### src/rtl/vsa_pkg.sv
// Shared types and constants for the versioned slot allocator.
package vsa_pkg;

  localparam int OWNER_W    = 8;
  localparam int SLOT_IN_W  = 20;
  localparam int VER_W      = 16;
  localparam int PAY_W      = 32;
  localparam int HSLOT_W    = 10;
  localparam int COUNT_W    = 11;
  localparam int STATUS_W   = 2;
  localparam int OP_W       = 2;
  localparam int DATA_W     = 32;
  localparam int ADDR_W     = 3;

  localparam int SLOTS_DEF        = 1024;
  localparam int PAYLOAD_BITS_DEF = 32;

  localparam logic [OP_W-1:0] OP_ALLOC   = 2'd0;
  localparam logic [OP_W-1:0] OP_LOOKUP  = 2'd1;
  localparam logic [OP_W-1:0] OP_RELEASE = 2'd2;

  localparam logic [STATUS_W-1:0] ST_OK   = 2'd0;
  localparam logic [STATUS_W-1:0] ST_FULL = 2'd1;
  localparam logic [STATUS_W-1:0] ST_MISS = 2'd2;

  localparam logic [ADDR_W-1:0] REG_OWNER_ADDR = 3'd0;

  typedef enum logic [1:0] {
    K_ALLOC,
    K_LOOKUP,
    K_RELEASE,
    K_REJECT
  } kind_t;

  typedef struct packed {
    logic [OP_W-1:0]      operation;
    logic [SLOT_IN_W-1:0] slot_index;
    logic [VER_W-1:0]     slot_version;
    logic [PAY_W-1:0]     payload;
  } item_t;

  typedef struct packed {
    logic [STATUS_W-1:0] status;
    logic [OWNER_W-1:0]  owner;
    logic [HSLOT_W-1:0]  handle_slot;
    logic [VER_W-1:0]    handle_version;
    logic [PAY_W-1:0]    found_payload;
    logic [COUNT_W-1:0]  active_count;
  } result_t;

  typedef struct packed {
    kind_t                kind;
    logic [SLOT_IN_W-1:0] slot;
    logic [VER_W-1:0]     version;
    logic [PAY_W-1:0]     payload;
  } cmd_t;

endpackage

### src/rtl/vsa_fifo.sv
// Two-entry word queue with push/full and pop/empty sides.
module vsa_fifo import vsa_pkg::*; #(
  parameter int W = 1
) (
  input  logic         clk,
  input  logic         rst,
  input  logic         push,
  input  logic [W-1:0] din,
  output logic         full,
  input  logic         pop,
  output logic [W-1:0] dout,
  output logic         empty
);

  logic [W-1:0] ent [2];
  logic         wr_ptr;
  logic         rd_ptr;
  logic [1:0]   cnt;
  logic         do_push;
  logic         do_pop;

  assign full    = (cnt == 2'd2);
  assign empty   = (cnt == 2'd0);
  assign do_push = push && !full;
  assign do_pop  = pop && !empty;
  assign dout    = ent[rd_ptr];

  always_ff @(posedge clk) begin
    if (rst) begin
      wr_ptr <= 1'b0;
      rd_ptr <= 1'b0;
      cnt    <= 2'd0;
    end else begin
      if (do_push) begin
        wr_ptr <= !wr_ptr;
      end
      if (do_pop) begin
        rd_ptr <= !rd_ptr;
      end
      case ({do_push, do_pop})
        2'b10:   cnt <= cnt + 2'd1;
        2'b01:   cnt <= cnt - 2'd1;
        default: cnt <= cnt;
      endcase
    end
  end

  always_ff @(posedge clk) begin
    if (do_push) begin
      ent[wr_ptr] <= din;
    end
  end

endmodule

### src/rtl/vsa_front.sv
// Front end: accept input words, classify them and queue commands.
module vsa_front import vsa_pkg::*; #(
  parameter int SLOTS        = SLOTS_DEF,
  parameter int PAYLOAD_BITS = PAYLOAD_BITS_DEF
) (
  input  logic  clk,
  input  logic  rst,
  input  logic  push,
  input  item_t item,
  output logic  full,
  output logic  cmd_valid,
  output cmd_t  cmd,
  input  logic  cmd_pop
);

  cmd_t             cls;
  logic             in_range;
  logic [PAY_W-1:0] pay_m;
  logic             cmd_empty;

  always_comb begin
    pay_m = '0;
    for (int b = 0; b < PAY_W; b++) begin
      if (b < PAYLOAD_BITS) begin
        pay_m[b] = item.payload[b];
      end
    end
  end

  assign in_range = ({1'b0, item.slot_index} < (SLOT_IN_W + 1)'(SLOTS));

  always_comb begin
    cls.slot    = item.slot_index;
    cls.version = item.slot_version;
    cls.payload = pay_m;
    case (item.operation)
      OP_ALLOC:   cls.kind = K_ALLOC;
      OP_LOOKUP:  cls.kind = in_range ? K_LOOKUP : K_REJECT;
      OP_RELEASE: cls.kind = (in_range && pay_m != '0) ? K_RELEASE : K_REJECT;
      default:    cls.kind = K_REJECT;
    endcase
  end

  vsa_fifo #(.W($bits(cmd_t))) u_cmd_q (
    .clk   (clk),
    .rst   (rst),
    .push  (push),
    .din   (cls),
    .full  (full),
    .pop   (cmd_pop),
    .dout  (cmd),
    .empty (cmd_empty)
  );

  assign cmd_valid = !cmd_empty;

endmodule

### config.mk
export PLATFORM = sky130hd
export DESIGN_NAME = vsa_front
export DESIGN_NICKNAME = d
export VERILOG_FILES = /design/src/rtl/vsa_pkg.sv /design/src/rtl/vsa_fifo.sv /design/src/rtl/vsa_front.sv
export SDC_FILE = /design/constraint.sdc
export NUM_CORES = 1
export LEC_CHECK = 0
export BUFFER_PORTS_ARGS = -buffer_cell sky130_fd_sc_hd__buf_2
export CORE_MARGIN = 2
export CORE_UTILIZATION = 56
export CTS_BUF_LIST = sky130_fd_sc_hd__clkbuf_8 sky130_fd_sc_hd__clkbuf_16
export DETAILED_ROUTE_END_ITERATION = 10
export GPL_TIMING_DRIVEN = 0
export PLACE_DENSITY_LB_ADDON = 0.25
export SETUP_SLACK_MARGIN = 0.15
export SYNTH_ARGS = -nofsm -noshare
export SYNTH_HDL_FRONTEND = slang
export SYNTH_SLANG_ARGS = --single-unit
export TNS_END_PERCENT = 30
### constraint.sdc
create_clock -name clk -period 9.1 [get_ports clk]
set_input_delay 1.82 -clock clk [delete_from_list [all_inputs] [get_ports clk]]
set_output_delay 1.82 -clock clk [all_outputs]
set_load 0.005 [all_outputs]
==> flow_metrics.env, run 1 <==
export IMPL_dp_cells=537
export IMPL_postRouteAntennaNets=0
export IMPL_synth_warning_count=0
export IMPL_min_period_ps=3830
export IMPL_vdd_drop_max_mv=0.180
export IMPL_tns_ps=0
export IMPL_crit_path_end_kind="output port"
export IMPL_clk_latency_ps=500
export IMPL_hold_slack_ps=529
export IMPL_routed_via_density=5.21
export IMPL_cap_violations=0
export IMPL_clock_skew_ps=5.85
export IMPL_grt_pass1_wl_um=14800
export IMPL_antenna_found_initial=0
export IMPL_critPathLaunchType="flip-flop"
export IMPL_maxSlewViolCount=0
export IMPL_cts_root_buf="clkbuf_8"
export IMPL_fillers=561
export IMPL_crit_fanout=10
export IMPL_antenna_cells=0
export IMPL_ctsResizeCount=0
export IMPL_syn_avg_cell_area_um2=20.6
export IMPL_synth_seq_cells=145
export IMPL_clk_pin_slew_ps=60
export IMPL_cts_tree="done"
export IMPL_start_util=0.580
export IMPL_fmax_mhz=261
export IMPL_most_common_layout_cells="buf_2, edfxtp_1, mux2_2, clkbuf_16, nor4_1"
export IMPL_cts_htree_levels=4
export IMPL_dr_pass1_iters=4
export IMPL_ys_types=26
export IMPL_regArea_mm2=0.00430
export IMPL_syn2layout_area_growth_pct=28.8
export IMPL_drt_initial_drc_count=98
export IMPL_nets=502
export IMPL_critPathRequiredTime_ps=7280
export IMPL_cts_buffers=17
export IMPL_seq_area_frac_synth=0.804
export IMPL_arrival_ps=2010
export IMPL_port_buffers=145
export IMPL_cts_buffer_depth=2
export IMPL_die_h_um=102
export IMPL_powerDensity_mw_per_mm2=295
export IMPL_period_share=0.421
export IMPL_rsz0062_at_grt="no"
export IMPL_async_flop_share=0
export IMPL_synth_edf_count=140
export IMPL_final_common_cell="buf_2"
export IMPL_leakage_nw=2.60
export IMPL_postCtsSetupBuffers=0
export IMPL_critical_path_class="flip-flop to output port"
export IMPL_hp_class="flip-flop to flip-flop"
export IMPL_multiInputGateArea_mm2=0.00102
export IMPL_fin_area_mm2=0.00690
export IMPL_cts_hold_buf=0
export IMPL_synth_fp_nets=335
export IMPL_layout_drive_gt1_share=0.588
export IMPL_cts_sink_count=145
export IMPL_num_rows=35
export IMPL_vias=2959
export IMPL_maxSlewHeadroom=0.715
export IMPL_synthFlopType="edfxtp_1"
export IMPL_wl_um=9810
export IMPL_netlist_area_mm2=0.00536
export IMPL_die_x_um=102
export IMPL_grtUsageTotal=0.197
export IMPL_num_io_pins=146
export IMPL_final_cells=568
export IMPL_hold_viol=0
export IMPL_place_area_mm2=0.00632
export IMPL_remaining_drc_errors=0
export IMPL_hpwl_um=6670
export IMPL_synthCells=260
export IMPL_coreArea_mm2=0.00924
export IMPL_status="complete, no violations"
export IMPL_grt_pass1_vias=3034
export IMPL_grt_max_degree=60
export IMPL_grt_overflow=0
export IMPL_wl_per_cell_um=17.3
export IMPL_globalplace_congestion=0.737
export IMPL_dieArea_mm2=0.0104
export IMPL_setup_viol=0
export IMPL_tightest_slew_ps=427
## metal layers
layer | up-vias | global-route usage | share of wire
li1 | 1374 | - | -
met2 | 113 | 0.339 | 0.53
met4 | 0 | 0.0863 | 0.014
met1 | 1459 | 0.215 | 0.39
met5 | - | 0 | 0
met3 | 13 | 0.0773 | 0.073
## metrics by stage
step | setup slack, ps | total power [mW] | utilization
final | 5270 | 2.03 | 0.747
after detailed placement | 5680 | 1.38 | 0.684
after global routing | 5130 | 2.13 | 0.747
after global placement | 2160 | 1.36 | 0.676
after floorplan | 3770 | 1.18 | -
after CTS | 5200 | 2.06 | 0.747
## synthesized netlist by cell type (all sizes together) (2+ instances only)
| cell type | instances | area share |
|---|---|---|
| nor2 | 6 | 0.0042 |
| mux2 | 70 | 0.15 |
| edfxtp | 140 | 0.78 |
| a21oi | 2 | 0.0019 |
| xor2 | 2 | 0.0033 |
| buf | 7 | 0.0065 |
| o21ai | 2 | 0.0019 |
| or4 | 2 | 0.0028 |
| xnor2 | 2 | 0.0033 |
| nand3 | 2 | 0.0019 |
| nor4 | 7 | 0.0082 |
| dfxtp | 5 | 0.019 |
## final timing paths
kind,startpoint,end,slack [ps],depth (start not counted)
setup / recovery,flip-flop,cmd[15],5270,4
hold / removal,u_cmd_q.rd_ptr,u_cmd_q.rd_ptr,530,2
setup reg to reg,u_cmd_q.cnt[0],u_cmd_q.ent[0][67],7170,5
hold reg to reg,u_cmd_q.rd_ptr,u_cmd_q.rd_ptr,530,2
## cell families after synthesis
logic type	Yosys count	share of synthesized area
DFF	145	0.804
AOI/OAI and AO/OA	5	0.00514
muxes	70	0.147
xor gates and xnor gates	4	0.00654
adders and majority gates	1	0.00234
buffers and inverters	9	0.00794
and+or+nand+nor	26	0.0273
## state kept, by name (all words and copies together) (netlist names), named ones only
register        count
u_cmd_q.ent       140
u_cmd_q.rd_ptr      1
u_cmd_q.cnt         2
u_cmd_q.wr_ptr      1
## worst max-delay path, cell delays in order, from the launching register on
cell and delay (ps):
dfxtp_1 320, clkbuf_1 320, buf_2 350, mux2_2 380
buf_2 130
## cell type report
type | count | share of cell area
repair buffers | 148 | 0.115
inverters | 1 | 0.000544
clock buffers | 17 | 0.0600
multi-input cells | 106 | 0.148
plain buffers | 8 | 0.00562
well taps | 129 | 0.0234
clock inverters | 14 | 0.0237
flip-flops and latches | 145 | 0.624
## power breakdown
part / internal (mW) / switching, mW / total (mW)
clock network: 0.415 / 0.253 / 0.668
logic: 0.243 / 0.232 / 0.474
registers: 0.862 / 0.0287 / 0.891
(Power assumes the default switching activity.)
==> inputs of run 2 (changes only) <==
Settings changed: CORE_UTILIZATION 56 to 47.
Clock period 9.1 ns to 3.35 ns, I/O delays scaled along.
==> flow_metrics.env, run 2 (synthesis gave the netlist of run 1 again) <==
export IMPL_cap_violations=0
export IMPL_vias=2964
export IMPL_grtUsageTotal=0.172
export IMPL_antenna_found_initial=0
export IMPL_remaining_drc_errors=0
export IMPL_cts_root_buf="clkbuf_16"
export IMPL_postRouteAntennaNets=0
export IMPL_largest_reg_flops=140
export IMPL_r2r_end="u_cmd_q.ent[1][49]"
export IMPL_cts_hold_buf=0
export IMPL_fillers=825
export IMPL_cts_htree_levels=4
export IMPL_dr_pass1_iters=4
export IMPL_grt_max_degree=37
export IMPL_critPathRequiredTime_ps=2680
export IMPL_grt_pass1_vias=3174
export IMPL_hp_start="item[39]"
export IMPL_port_buffers=145
export IMPL_routed_via_density=5.11
export IMPL_critical_path_class="flip-flop to output port"
export IMPL_critPathLaunchType="flip-flop"
export IMPL_cts_buffer_depth=2
export IMPL_r2r_start="u_cmd_q.cnt[0]"
export IMPL_rsz0062_at_grt="no"
export IMPL_dieArea_mm2=0.0123
export IMPL_wl_um=10200
export IMPL_grt_pass1_wl_um=16100
export IMPL_num_io_pins=146
export IMPL_crit_fanout=10
export IMPL_cts_tree="done"
export IMPL_powerDensity_mw_per_mm2=805
export IMPL_cp_slowest_cell="mux2_2"
export IMPL_maxSlewHeadroom=0.655
export IMPL_reg2regPathDepth=3
export IMPL_worstHoldEndpoint="u_cmd_q.ent[0][39]"
export IMPL_cpMostUsedCell="buf_2"
export IMPL_fmax_mhz=392
export IMPL_crit_path_end_kind="output port"
export IMPL_tightest_slew_ps=517
export IMPL_num_rows=38
export IMPL_antenna_cells=0
export IMPL_nets=502
export IMPL_cpPeakStageDelay_ps=380
export IMPL_coreArea_mm2=0.0110
export IMPL_die_h_um=111
export IMPL_final_common_cell="buf_2"
export IMPL_min_period_ps=2550
export IMPL_clk_pin_slew_ps=60
export IMPL_setup_viol=0
export IMPL_layout_drive_gt1_share=0.586
export IMPL_die_x_um=111
export IMPL_crit_chain="clkbuf_1 -> buf_2 -> mux2_2 -> buf_2"
export IMPL_start_util=0.488
export IMPL_leakage_nw=2.60
export IMPL_final_util=0.631
export IMPL_largest_register="u_cmd_q.ent"
export IMPL_holdPathStages=1
export IMPL_hpwl_um=6860
export IMPL_postCtsSetupBuffers=0
export IMPL_dp_cells=548
export IMPL_cts_buffers=17
export IMPL_clk_latency_ps=410
export IMPL_hold_viol=0
export IMPL_final_cells=580
export IMPL_clock_skew_ps=7.22
export IMPL_hp_class="input pin to flip-flop"
export IMPL_wl_per_cell_um=17.6
export IMPL_status="complete, no violations"
export IMPL_cts_sink_count=145
export IMPL_top_regs="u_cmd_q.ent (140), u_cmd_q.cnt (2)"
export IMPL_most_common_layout_cells="buf_2, edfxtp_1, mux2_2, clkbuf_16, nor4_1"
export IMPL_syn2layout_area_growth_pct=29.3
export IMPL_arrival_ps=1880
export IMPL_globalplace_congestion=0.711
export IMPL_period_share=0.761
export IMPL_r2r_slack_ps=1570
export IMPL_grt_overflow=0
export IMPL_drt_initial_drc_count=182
export IMPL_vdd_drop_max_mv=0.365
export IMPL_ctsResizeCount=0
export IMPL_maxSlewViolCount=0
run 2: cell types whose count changed in the layout (fill, tap and decap cells not counted), sizes merged:
cell / delta
clkinvlp: +2
clkinv: +1
inv: -2
run 2: how the worst max path moves through the flow:
stage,from,endpoint
after floorplan,push,u_cmd_q.ent[0][0]
after global placement,push,u_cmd_q.ent[0][51]
after detailed placement,item[26],u_cmd_q.ent[0][68]
after CTS,flip-flop,cmd[58]
after global routing,flip-flop,cmd[58]
final,flip-flop,cmd[28]
run 2: final cells by class:
type	instances	area (um^2)	area share
Timing Repair Buffer	148	786	0.113
Tap cell	140	175	0.0253
Clock inverter	15	173	0.0249
Buffer	8	38.8	0.00560
Sequential cell	145	4300	0.621
Clock buffer	17	425	0.0614
Multi-Input combinational cell	106	1020	0.148
Inverter	1	3.75	0.000542
run 2: per-stage QoR:
step	setup TNS (ps)	total power [mW]	cell area, um^2	setup slack (ps)	hold slack (ps)
CTS	0	5.65	6930	735	423
floorplan	0	3.19	5360	339	461
global placement	-86780	3.72	6260	-793	481
finish	0	5.58	6930	801	448
global route	0	5.85	6930	663	434
detailed placement	0	3.77	6330	962	507
run 2: critical path, delay by kind of cell, from the launching register on:
| kind | cells | cell delay (ps) |
|---|---|---|
| flops | 1 | 310 |
| mux | 1 | 380 |
| buf+inv | 3 | 770 |
run 2: routing by layer:
| layer | track usage | part of all wire | routed length [um] | up-vias |
|---|---|---|---|---|
| met5 | 0 | 0 | 0 | - |
| met4 | 0.0650 | 0.013 | 130 | 0 |
| met3 | 0.0765 | 0.090 | 912 | 13 |
| met2 | 0.285 | 0.50 | 5060 | 111 |
| met1 | 0.198 | 0.40 | 4080 | 1461 |
| li1 | - | - | - | 1379 |
run 2: power by group:
group / switching, mW / total, mW / internal, mW / leakage [nW]
sequential: 0.0731 / 2.41 / 2.34 / 1.35
combinational: 0.638 / 1.29 / 0.656 / 0.966
clock: 0.707 / 1.87 / 1.16 / 0.287
total: 1.42 / 5.58 / 4.16 / 2.60
==> inputs of run 3 (changes only) <==
Clock period 3.35 ns to 2.15 ns, I/O delays scaled along.
==> flow_metrics.env, run 3 (synthesis gave the netlist of run 1 again) <==
export IMPL_status="complete, no violations"
export IMPL_die_x_um=111
export IMPL_port_buffers=145
export IMPL_clk_latency_ps=410
export IMPL_nets=502
export IMPL_critPathRequiredTime_ps=1720
export IMPL_arrival_ps=1530
export IMPL_rsz0062_at_grt="yes"
export IMPL_holdPathStages=1
export IMPL_maxSlewViolCount=0
export IMPL_grt_max_degree=39
export IMPL_tns_ps=0
export IMPL_remaining_drc_errors=0
export IMPL_cap_violations=0
export IMPL_hold_viol=0
export IMPL_num_rows=38
export IMPL_clock_skew_ps=6.24
export IMPL_cts_sink_count=145
export IMPL_fillers=800
export IMPL_most_common_layout_cells="buf_2, edfxtp_1, mux2_2, clkbuf_16, buf_12"
export IMPL_coreArea_mm2=0.0110
export IMPL_reg2regPathDepth=4
export IMPL_cpPeakStageDelay_ps=340
export IMPL_critPathLaunchType="flip-flop"
export IMPL_fmax_mhz=511
export IMPL_finalPower_mw=9.06
export IMPL_tightest_slew_ps=712
export IMPL_maxSlewHeadroom=0.524
export IMPL_cts_root_buf="clkbuf_16"
export IMPL_clk_pin_slew_ps=60
export IMPL_critPathBufInv=3
export IMPL_wl_um=9990
export IMPL_postRouteAntennaNets=0
export IMPL_hp_class="input pin to flip-flop"
export IMPL_cp_slowest_cell="dfxtp_2"
export IMPL_cpLargestDelayFamily="buffers and inverters"
export IMPL_period_share=0.910
export IMPL_drt_initial_drc_count=97
export IMPL_leakage_nw=2.67
export IMPL_final_common_cell="buf_2"
export IMPL_powerDensity_mw_per_mm2=1280
export IMPL_hold_slack_ps=212
export IMPL_layout_drive_gt1_share=0.595
export IMPL_globalplace_congestion=0.728
export IMPL_cts_buffer_depth=2
export IMPL_crit_fanout=10
export IMPL_dr_pass1_iters=4
export IMPL_antenna_found_initial=0
export IMPL_die_h_um=111
export IMPL_largest_reg_flops=140
export IMPL_grt_pass1_vias=3042
export IMPL_vias=2973
export IMPL_min_period_ps=1960
export IMPL_grt_overflow=0
export IMPL_wl_per_cell_um=17.2
export IMPL_largest_register="u_cmd_q.ent"
export IMPL_postCtsSetupBuffers=0
export IMPL_hpwl_um=6710
export IMPL_start_util=0.488
export IMPL_top_regs="u_cmd_q.ent (140), u_cmd_q.cnt (2)"
export IMPL_cts_tree="done"
export IMPL_grtUsageTotal=0.167
export IMPL_dieArea_mm2=0.0123
export IMPL_cts_buffers=17
export IMPL_critical_path_class="flip-flop to output port"
export IMPL_crit_path_end_kind="output port"
export IMPL_routed_via_density=5.13
export IMPL_vdd_drop_max_mv=0.638
export IMPL_antenna_cells=0
export IMPL_setup_viol=0
export IMPL_cpMostUsedCell="buf_12"
export IMPL_num_io_pins=146
export IMPL_syn2layout_area_growth_pct=32.5
export IMPL_grt_pass1_wl_um=15600
export IMPL_worst_path_stages=4
export IMPL_crit_chain="buf_12 -> buf_12 -> mux2_2 -> buf_2"
export IMPL_cts_htree_levels=4
==> run 3: cell types whose count changed in the layout (fill, tap and decap cells not counted), sizes merged <==
cell	delta
buf	+1
clkinvlp	-2
clkinv	-2
inv	+1
bufinv	+1
clkbuf	+1
==> run 3: worst paths after layout <==
check / from / end / slack (ps)
worst max-delay path: flip-flop / cmd[15] / 190
worst min-delay path: item[48] / u_cmd_q.ent[0][48] / 210
worst max register to register: u_cmd_q.cnt[0] / u_cmd_q.ent[0][8] / 390
worst min register to register: u_cmd_q.rd_ptr / u_cmd_q.rd_ptr / 510
==> run 3: layer usage <==
layer  GRT usage  up-vias  wire, um
met1       0.206     1478      4150
met4      0.0575        0        62
li1            -     1373         -
met5           0        -         0
met3      0.0771        7       884
met2       0.261      115      4900
==> run 3: repair_timing <==
action / in CTS / in global routing
setup endpoints to repair: 70 / 70
hold buffers: 0 / 0
gates resized for setup: 17 / 17
==> run 3: area by class of cell <==
cell class | count | area, um^2 | share of cell area
repair buffers | 148 | 793 | 0.112
clock inverters | 13 | 170 | 0.0240
inverters | 1 | 3.75 | 0.000529
plain buffers | 8 | 160 | 0.0226
clock buffers | 19 | 453 | 0.0638
well taps | 140 | 175 | 0.0247
multi-input cells | 106 | 1040 | 0.146
flip-flops and latches | 145 | 4310 | 0.607
==> run 3: metrics by stage <==
stage	cells	setup slack [ps]	instance area [um^2]	utilization
final	580	194	7100	0.646
after detailed placement	548	60.9	6350	0.578
after global routing	580	146	7100	0.646
after floorplan	260	152	5380	-
after global placement	545	-510	6280	0.572
after CTS	580	141	7030	0.640
==> run 3: report_power, final <==
part / internal (mW) / leakage, nW / switching [mW]
Combinational: 1.23 / 1.00 / 1.02
Clock: 1.98 / 0.313 / 1.06
Sequential: 3.65 / 1.35 / 0.117
